[config.mk]
export PLATFORM = sky130hd
export DESIGN_NAME = min_tracking_stack_top_flat
export DESIGN_NICKNAME = d
export VERILOG_FILES = /design/src/mts_pkg.sv /design/src/mts_if.sv /design/src/min_tracking_stack_top.sv /design/src/mts_datapath.sv /design/src/mts_ctrl.sv /design/src/flat_wrapper.sv
export SDC_FILE = /design/constraint.sdc
export NUM_CORES = 2
export LEC_CHECK = 0
export BUFFER_PORTS_ARGS = -buffer_cell sky130_fd_sc_hd__buf_4
export CORE_MARGIN = 2
export CORE_UTILIZATION = 25
export CTS_CLUSTER_DIAMETER = 30
export DETAILED_ROUTE_END_ITERATION = 8
export PLACE_DENSITY = 0.42
export SLEW_MARGIN = 20
export SYNTH_ARGS = -nofsm -noshare
export SYNTH_HDL_FRONTEND = slang
export SYNTH_SLANG_ARGS = --single-unit
[constraint.sdc]
create_clock -name clk -period 3.9 [get_ports clk]
set_input_delay 0.195 -clock clk [delete_from_list [all_inputs] [get_ports clk]]
set_output_delay 0.195 -clock clk [all_outputs]
set_load 0.005 [all_outputs]
[src/mts_pkg.sv]
// ----------------------------------------------------------------------------
// mts_pkg
// Shared types and constants for the minimum-tracking stack: depth, count
// widths, status codes and the command/status groups between the blocks.
// ----------------------------------------------------------------------------
package mts_pkg;

	localparam int MTS_DEPTH = 64;
	localparam int MTS_AW    = $clog2(MTS_DEPTH);
	localparam int MTS_CW    = $clog2(MTS_DEPTH + 1);
	localparam int MTS_DW    = 32;

	typedef enum logic [1:0] {
		ST_OK        = 2'd0,
		ST_POP_EMPTY = 2'd1,
		ST_PUSH_FULL = 2'd2
	} mts_status_t;

	// controller to datapath
	typedef struct packed {
		logic push_exec;
		logic pop_exec;
		logic load_tops;
		logic load_out;
	} mts_cmd_t;

	// datapath to controller
	typedef struct packed {
		logic              empty;
		logic [MTS_CW-1:0] data_count;
		logic [MTS_CW-1:0] min_count;
	} mts_stat_t;

	// registered result item
	typedef struct packed {
		logic signed [MTS_DW-1:0] top_value;
		logic signed [MTS_DW-1:0] min_value;
		logic                     is_empty;
		mts_status_t              status;
	} mts_result_t;

endpackage

[src/mts_if.sv]
// ----------------------------------------------------------------------------
// mts_in_if / mts_out_if
// Valid/ready channels for the stack operation items and the result items.
// ----------------------------------------------------------------------------
interface mts_in_if;
	logic               valid;
	logic               ready;
	logic               func;
	logic signed [31:0] value;

	modport source (output valid, output func, output value, input ready);
	modport sink (input valid, input func, input value, output ready);
endinterface

interface mts_out_if;
	logic               valid;
	logic               ready;
	logic signed [31:0] top_value;
	logic signed [31:0] min_value;
	logic               is_empty;
	logic [1:0]         status;

	modport source (output valid, output top_value, output min_value, output is_empty,
		output status, input ready);
	modport sink (input valid, input top_value, input min_value, input is_empty,
		input status, output ready);
endinterface

[src/min_tracking_stack_top.sv]
// ----------------------------------------------------------------------------
// min_tracking_stack_top
// LIFO stack of signed 32-bit values that reports its minimum after every
// push or pop, using an auxiliary stack of running minimums.
//
//   channel  dir  payload                                  handshake
//   req      in   func, value                              valid / ready
//   rsp      out  top_value, min_value, is_empty, status   valid / ready
//
// a push or a pop on an empty stack goes from S_IDLE straight to S_RESULT, any
// other pop also passes through S_LOAD (for the memory read of the entry below
// the top); the tops live in registers, the rest in the stack memories
// a new item is taken while the previous result waits in the output register
// a stalled output holds the finished result of the next item in the datapath
// reset clears the counts and the sequencer; no memory clearing pass is needed
// ----------------------------------------------------------------------------
module min_tracking_stack_top import mts_pkg::*; (
	input  logic      clk,
	input  logic      arst_n,
	mts_in_if.sink    req,
	mts_out_if.source rsp
);

	mts_cmd_t    cmd;
	mts_stat_t   stat;
	mts_result_t result;

	// sequencer
	mts_ctrl u_ctrl (
		.clk       (clk),
		.arst_n    (arst_n),
		.req_valid (req.valid),
		.req_func  (req.func),
		.req_ready (req.ready),
		.rsp_valid (rsp.valid),
		.rsp_ready (rsp.ready),
		.stat      (stat),
		.cmd       (cmd)
	);

	// stacks and result register
	mts_datapath u_datapath (
		.clk    (clk),
		.arst_n (arst_n),
		.cmd    (cmd),
		.value  (req.value),
		.stat   (stat),
		.result (result)
	);

	assign rsp.top_value = result.top_value;
	assign rsp.min_value = result.min_value;
	assign rsp.is_empty  = result.is_empty;
	assign rsp.status    = result.status;

	// minimum stack never deeper than the data stack
	a_min_le_data: assert property (@(posedge clk) disable iff (!arst_n)
		stat.min_count <= stat.data_count)
		else $error("min stack deeper than data stack");

	// data count stays within the depth
	a_count_bound: assert property (@(posedge clk) disable iff (!arst_n)
		stat.data_count <= MTS_CW'(MTS_DEPTH))
		else $error("data count beyond stack depth");

	// one item at a time
	a_one_item: assert property (@(posedge clk) disable iff (!arst_n)
		(req.valid && req.ready) |=> !req.ready)
		else $error("item taken while previous one in flight");

	// empty result shows zero top and minimum
	a_empty_zero: assert property (@(posedge clk) disable iff (!arst_n)
		(rsp.valid && rsp.is_empty) |-> (rsp.top_value == '0 && rsp.min_value == '0))
		else $error("empty result with nonzero top or minimum");

endmodule

[src/mts_datapath.sv]
// ----------------------------------------------------------------------------
// mts_datapath
// Data and minimum stacks: cached top registers, counts, the two stack
// memories with registered read, and the result register.
// ----------------------------------------------------------------------------
module mts_datapath import mts_pkg::*; (
	input  logic                     clk,
	input  logic                     arst_n,
	input  mts_cmd_t                 cmd,
	input  logic signed [MTS_DW-1:0] value,
	output mts_stat_t                stat,
	output mts_result_t              result
);

	logic [MTS_DW-1:0]        data_mem [MTS_DEPTH];
	logic [MTS_DW-1:0]        min_mem  [MTS_DEPTH];
	logic [MTS_DW-1:0]        data_rd_q;
	logic [MTS_DW-1:0]        min_rd_q;
	logic signed [MTS_DW-1:0] data_top_q;
	logic signed [MTS_DW-1:0] min_top_q;
	logic [MTS_CW-1:0]        data_count_q;
	logic [MTS_CW-1:0]        min_count_q;
	logic                     min_popped_q;
	mts_status_t              status_q;
	mts_result_t              result_q;

	logic              full;
	logic              empty;
	logic              min_push;
	logic              min_pop;
	logic [MTS_CW-1:0] data_below;
	logic [MTS_CW-1:0] min_below;

	// push and pop decisions on the current tops
	assign full       = (data_count_q == MTS_CW'(MTS_DEPTH));
	assign empty      = (data_count_q == '0);
	assign min_push   = !full && ((min_count_q == '0) || (value <= min_top_q));
	assign min_pop    = !empty && (min_count_q != '0) && (min_top_q == data_top_q);
	assign data_below = data_count_q - MTS_CW'(2);
	assign min_below  = min_count_q - MTS_CW'(2);

	// stack memories, entry below the top read on a pop
	always_ff @(posedge clk) begin
		if (cmd.push_exec && !full) begin
			data_mem[data_count_q[MTS_AW-1:0]] <= value;
			if (min_push) begin
				min_mem[min_count_q[MTS_AW-1:0]] <= value;
			end
		end
		data_rd_q <= data_mem[data_below[MTS_AW-1:0]];
		min_rd_q  <= min_mem[min_below[MTS_AW-1:0]];
	end

	// counts
	always_ff @(posedge clk or negedge arst_n) begin
		if (!arst_n) begin
			data_count_q <= '0;
			min_count_q  <= '0;
		end else if (cmd.push_exec && !full) begin
			data_count_q <= data_count_q + MTS_CW'(1);
			if (min_push) begin
				min_count_q <= min_count_q + MTS_CW'(1);
			end
		end else if (cmd.pop_exec && !empty) begin
			data_count_q <= data_count_q - MTS_CW'(1);
			if (min_pop) begin
				min_count_q <= min_count_q - MTS_CW'(1);
			end
		end
	end

	// cached tops and item status
	always_ff @(posedge clk) begin
		if (cmd.push_exec) begin
			status_q <= full ? ST_PUSH_FULL : ST_OK;
			if (!full) begin
				data_top_q <= value;
				if (min_push) begin
					min_top_q <= value;
				end
			end
		end else if (cmd.pop_exec) begin
			status_q     <= empty ? ST_POP_EMPTY : ST_OK;
			min_popped_q <= min_pop;
		end else if (cmd.load_tops) begin
			data_top_q <= data_rd_q;
			if (min_popped_q) begin
				min_top_q <= min_rd_q;
			end
		end
	end

	// result register
	always_ff @(posedge clk) begin
		if (cmd.load_out) begin
			result_q.is_empty  <= empty;
			result_q.status    <= status_q;
			result_q.top_value <= empty ? '0 : data_top_q;
			result_q.min_value <= (empty || min_count_q == '0) ? '0 : min_top_q;
		end
	end

	assign stat.empty      = empty;
	assign stat.data_count = data_count_q;
	assign stat.min_count  = min_count_q;
	assign result          = result_q;

endmodule

[src/mts_ctrl.sv]
// ----------------------------------------------------------------------------
// mts_ctrl
// Sequencer: takes one item, lets a pop on a non-empty stack reload the tops
// from memory, then moves the result into the output register when it is free.
// ----------------------------------------------------------------------------
module mts_ctrl import mts_pkg::*; (
	input  logic      clk,
	input  logic      arst_n,
	input  logic      req_valid,
	input  logic      req_func,
	output logic      req_ready,
	output logic      rsp_valid,
	input  logic      rsp_ready,
	input  mts_stat_t stat,
	output mts_cmd_t  cmd
);

	typedef enum logic [2:0] {
		S_IDLE   = 3'b001,
		S_LOAD   = 3'b010,
		S_RESULT = 3'b100
	} state_t;

	localparam logic FUNC_PUSH = 1'b0;

	state_t state_q;
	state_t state_d;
	logic   rsp_valid_q;
	logic   slot_free;

	assign slot_free = !rsp_valid_q || rsp_ready;

	// next state and commands
	always_comb begin
		state_d       = state_q;
		req_ready     = 1'b0;
		cmd.push_exec = 1'b0;
		cmd.pop_exec  = 1'b0;
		cmd.load_tops = 1'b0;
		cmd.load_out  = 1'b0;
		case (state_q)
			S_IDLE: begin
				req_ready = 1'b1;
				if (req_valid) begin
					if (req_func == FUNC_PUSH) begin
						cmd.push_exec = 1'b1;
						state_d       = S_RESULT;
					end else begin
						cmd.pop_exec = 1'b1;
						state_d      = stat.empty ? S_RESULT : S_LOAD;
					end
				end
			end
			S_LOAD: begin
				cmd.load_tops = 1'b1;
				state_d       = S_RESULT;
			end
			S_RESULT: begin
				if (slot_free) begin
					cmd.load_out = 1'b1;
					state_d      = S_IDLE;
				end
			end
			default: begin
				state_d = S_IDLE;
			end
		endcase
	end

	// state and output valid
	always_ff @(posedge clk or negedge arst_n) begin
		if (!arst_n) begin
			state_q     <= S_IDLE;
			rsp_valid_q <= 1'b0;
		end else begin
			state_q <= state_d;
			if (cmd.load_out) begin
				rsp_valid_q <= 1'b1;
			end else if (rsp_ready) begin
				rsp_valid_q <= 1'b0;
			end
		end
	end

	assign rsp_valid = rsp_valid_q;

endmodule
[src/flat_wrapper.sv]
// flat-port wrapper written by rule: the top's interface ports become plain ports
module min_tracking_stack_top_flat import mts_pkg::*;
  (clk, arst_n, req_valid, req_func, req_value, req_ready, rsp_valid, rsp_top_value, rsp_min_value, rsp_is_empty, rsp_status, rsp_ready);
  mts_in_if req_i ();
  mts_out_if rsp_i ();
  input  logic clk;
  input  logic arst_n;
  input wire logic [$bits(req_i.valid)-1:0] req_valid;
  input wire logic [$bits(req_i.func)-1:0] req_func;
  input wire logic [$bits(req_i.value)-1:0] req_value;
  output wire logic [$bits(req_i.ready)-1:0] req_ready;
  output wire logic [$bits(rsp_i.valid)-1:0] rsp_valid;
  output wire logic [$bits(rsp_i.top_value)-1:0] rsp_top_value;
  output wire logic [$bits(rsp_i.min_value)-1:0] rsp_min_value;
  output wire logic [$bits(rsp_i.is_empty)-1:0] rsp_is_empty;
  output wire logic [$bits(rsp_i.status)-1:0] rsp_status;
  input wire logic [$bits(rsp_i.ready)-1:0] rsp_ready;
  assign req_i.valid = req_valid;
  assign req_i.func = req_func;
  assign req_i.value = req_value;
  assign req_ready = req_i.ready;
  assign rsp_valid = rsp_i.valid;
  assign rsp_top_value = rsp_i.top_value;
  assign rsp_min_value = rsp_i.min_value;
  assign rsp_is_empty = rsp_i.is_empty;
  assign rsp_status = rsp_i.status;
  assign rsp_i.ready = rsp_ready;
  min_tracking_stack_top u_core (.clk(clk), .arst_n(arst_n), .req(req_i), .rsp(rsp_i));
endmodule
==> run summary <==
The maximum clock rate is 275.9 MHz. The number of H-tree levels came out at 6. Buffers added to address setup during post-CTS repair amount to 0. Setup repair after global routing left no endpoint under its margin.

The total CTS buffers came out at 846. The critical path data arrival time is 4.36 ns. Synthesis handed over a netlist of 6716 instances. The share of layout cells above drive strength 1 came out at 40.52%. The final number of max-transition violations came to 0. The synthesis warning total is 0. The number of vias after detailed routing is 79480.

Among cell families on the critical path, the largest total delay comes from simple AND/OR/NAND/NOR gates. The number of distinct library cells after synthesis is 51. The die height came out at 814.7 um.

The biggest area contributor in the post-synthesis netlist is edfxtp_1. The actual transition at the worst max-transition pin came out at 1.130 ns. The mean area per synthesized cell is 24.47 um^2.

Dividing the detail-routed via count by the number of cells gives 4.586. The number of placed cells counting well taps is 15690. The largest net degree at the start of global routing came out at 130. In this run the tool buffered the top-level ports with 105 buffer cells.

The number of antenna violations at the first check in global routing came out at 83. The relative slew slack is 24.64%. The buffers plus inverters on the worst setup path came out at 2. Among all cell types in the netlist, the one instantiated most often is edfxtp_1.

The worst setup timing slack at the placement stage came out at 0.2138 ns. Between clock sinks in the finished design, the worst skew comes to 0.05542 ns. The starting utilization of the core area came out at 25.11%.

Walking the worst path, the cells encountered are nor4bb_2, nor2b_4, and2_0, inv_1, nor2_1, nand2_1, nor2_4, buf_4. TritonCTS built the clock tree. The clock reaches the later pin of the worst-skew pair after 1.11 ns. The post-route worst setup slack is 0.2754 ns. The type of the worst min-delay path is primary input to flip-flop. The boundary pin count is 106.

The maximum root-to-sink buffer count is 4. The weighted congestion at the end of routability-driven global placement came out at 0.8131. Compared with the post-synthesis result, the final layout area differs by 28.89%. The via count of the first global-routing pass came out at 83360. The global router's overall resource usage came out at 15.66%. The clock net in this run drives a total of 4312 sinks. The most common flop cell mapped by yosys is edfxtp_1. The wire length of the first global-routing pass is 723700 um. The sequential element share of the synthesized area came out at 78.35%. STA classifies the critical path endpoint as a flip-flop. Row generation in the floorplan step produced 297 rows. The total power per unit cell area is 836.4 nW/um^2. The biggest cell delay along the critical path is 0.63 ns. The final core utilization is 32.37%.

The leakage power came out at 67.31 nW. For this block, the initial DRC count from the detailed router was 8983. The setup violation total in the final timing report came out at 0. Measured along the x axis, the die boundary spans 814.7 um.

The top-area cell type share of the netlist area is 77.30%. The area of the placeable core came out at 654400 um^2. Subtracting the final worst setup slack from the clock period gives 3.625 ns. STA classifies the critical path startpoint as a flip-flop. The post-synthesis instance area came out at 164300 um^2. Dividing the detail-routed wire length by the instance count gives 30.83 um. The clock transition at the registers of the reported paths came out at 0.04 ns. The final cell count without fillers is 17330. Ranked by total cell area, the synthesized netlist is headed by edfxtp_1 77%, mux4_2 18%, dfxtp_1 0.78%.

The max-cap check violation count came out at 0. For this design, the slowest cell found on the critical path is nor2_4. Counting instances in the post-synthesis netlist gives the leading cell types as 4230 x edfxtp_1, 1328 x mux4_2, 197 x nand2_1, 171 x nor2_1, 152 x clkbuf_1.

VDD sags by at most 896.2 uV. The total length of routed wires came out at 534300 um. The die covers 663800 um^2. The detail route stage leaves a number of antenna-violating nets equal to 0.

The number of hold violations in the final report is 0. The first detailed-routing pass ran for 5 iterations. The number of nets in the layout came out at 7995. By startpoint and endpoint, the worst setup path is classified as flip-flop to flip-flop. The async set-reset flop share out of synthesis came out at 0.4174%. Gates resized during post-CTS repair numbered 0.

The buffer cell driving the clock tree root is clkbuf_16. The number of enable flip-flop cells after synthesis is 4230. The required time at the worst-slack endpoint came out at 4.63 ns. The post-detailed-route DRC marker count is 0. The overall overflow remaining after global route came out at 0. The number of flip-flops and latches in the synthesized netlist came out at 4312. Along the worst path, the maximum fanout reaches 20. The HPWL reported at the end of detailed placement came out at 340400 um. The final clock period utilization by the worst path came out at 92.94%. The worst slack on hold paths came out at 0.1080 ns.

The flow ran to the end, and the final reports show no timing, DRC or antenna violations. Synthesis produced a netlist with a net count of 6807.
==> flip-flops by register name, indices dropped and copies added, names as in the netlist <==
| name | flops |
|---|---|
| u_core.u_ctrl.rsp_valid | 1 |
| u_core.u_ctrl.state_q | 3 |
| u_core.u_datapath.data_count_q | 7 |
| u_core.u_datapath.data_mem | 2048 |
| u_core.u_datapath.data_rd_q | 32 |
| u_core.u_datapath.data_top_q | 32 |
| u_core.u_datapath.min_count_q | 7 |
| u_core.u_datapath.min_mem | 2048 |
| u_core.u_datapath.min_popped_q | 1 |
| u_core.u_datapath.min_rd_q | 32 |
| u_core.u_datapath.min_top_q | 32 |
| u_core.u_datapath.result | 67 |
| u_core.u_datapath.status_q | 2 |
==> worst reg2reg max path, stage by stage (launching register included) <==
cell and delay, ns:
dfstp_2 0.59, nor4bb_2 0.30, nor2b_4 0.22, and2_0 0.16, inv_1 0.09, nor2_1 0.24, nand2_1 0.43, nor2_4 0.64
buf_4 0.53
==> what timing repair did <==
item                                    in CTS  in global routing
hold buffers                                39                  0
endpoints found under the setup margin       0                  0
hold endpoints to repair                  1318                  0
==> layout by cell type (no fill, tap or decap), types with 8 or more instances in the layout <==
cell type	netlist	final
edfxtp_1	4230	4230
dlygate4sd3_1	0	38
ha_1	52	50
inv_6	0	78
clkinv_4	0	66
clkbuf_16	0	852
nor2_1	171	42
and2_1	39	39
xor2_1	37	34
clkinv_16	0	20
a211oi_1	17	16
buf_4	1	443
nand4_1	11	11
mux2i_1	12	12
mux4_2	1328	1328
xnor2_1	13	10
dfxtp_1	64	64
nor4_1	12	12
clkinv_8	0	10
clkinv_2	0	115
clkinvlp_4	0	87
diode_2	0	20
buf_12	0	192
dfrtp_1	17	13
clkinv_1	0	105
a21o_1	8	8
nand3_1	9	9
inv_16	0	11
a21oi_1	35	35
bufinv_16	0	119
nand2_1	197	192
inv_1	46	46
nor2b_1	16	15
clkbuf_1	152	110
nor2_4	0	129
==> per-layer routing <==
| metal | GRT usage (%) | routed length (um) |
|---|---|---|
| met5 | 0 | 35 |
| met4 | 4.619 | 15940 |
| met3 | 2.814 | 33440 |
| met2 | 25.68 | 257500 |
| met1 | 21.29 | 227400 |
==> per-stage QoR <==
stage / setup TNS [ns] / total power (W) / cell area (um^2)
floorplan: -132.42 / 0.08070 / 164300
global placement: 0 / 0.1054 / 182000
detailed placement: 0 / 0.1054 / 182000
CTS: 0 / 0.1793 / 211800
global route: 0 / 0.1824 / 211800
finish: 0 / 0.1771 / 211800
==> power by group <==
part           leakage, nW  internal [W]  switching, W
combinational         14.5        0.0211        0.0296
sequential            38.8        0.0523      0.000813
clock                 14.0        0.0482        0.0252
total                 67.3         0.122        0.0556
==> path summary, 6_finish.rpt <==
check | from | to | slack [ns] | depth (start not counted)
setup reg to reg | u_core.u_ctrl.state_q[0]$_DFFE_PN1P_ | u_core.u_datapath.data_mem[28][18]$_DFFE_PP_ | 0.28 | 8
setup / recovery | u_core.u_ctrl.state_q[0]$_DFFE_PN1P_ | u_core.u_datapath.data_mem[28][18]$_DFFE_PP_ | 0.28 | 8
max in group asynchronous | arst_n | u_core.u_datapath.min_count_q[0]$_DFFE_PN0P_ | 3.19 | 4
hold reg to reg | u_core.u_datapath.status_q[0]$_SDFFCE_PP0P_ | u_core.u_datapath.result[0]$_DFFE_PP_ | 0.42 | 0
hold / removal | rsp_ready | u_core.u_ctrl.rsp_valid$_DFFE_PN0P_ | 0.11 | 4
min in group asynchronous | arst_n | u_core.u_ctrl.state_q[1]$_DFFE_PN0P_ | 0.52 | 4
==> cells by family (layout without fill, tap and decap cells) <==
| group | after synthesis | after routing | share of synthesized area, % |
|---|---|---|---|
| XOR/XNOR | 51 | 51 | 0.2764 |
| flip-flops | 4312 | 4312 | 78.35 |
| multiplexers | 1345 | 1345 | 18.31 |
| buffers and inverters | 379 | 2304 | 0.9982 |
| adder cells (fa/ha/maj) | 54 | 54 | 0.4203 |
| other | 0 | 20 | 0 |
| AND/OR/NAND/NOR | 489 | 489 | 1.317 |
| AO/OA/AOI/OAI | 86 | 86 | 0.3251 |
==> cell type report <==
cell class / count / area, um^2
clock inverter: 618 / 7520
inverter: 46 / 172.7
sequential: 4312 / 128800
antenna: 20 / 50.05
multi-input combinational: 2025 / 35090
tap: 8671 / 10850
timing repair buffer: 673 / 7550
fill: 61420 / 442600
clock buffer: 967 / 21800
Note: power is estimated with default switching activity, not from simulation.
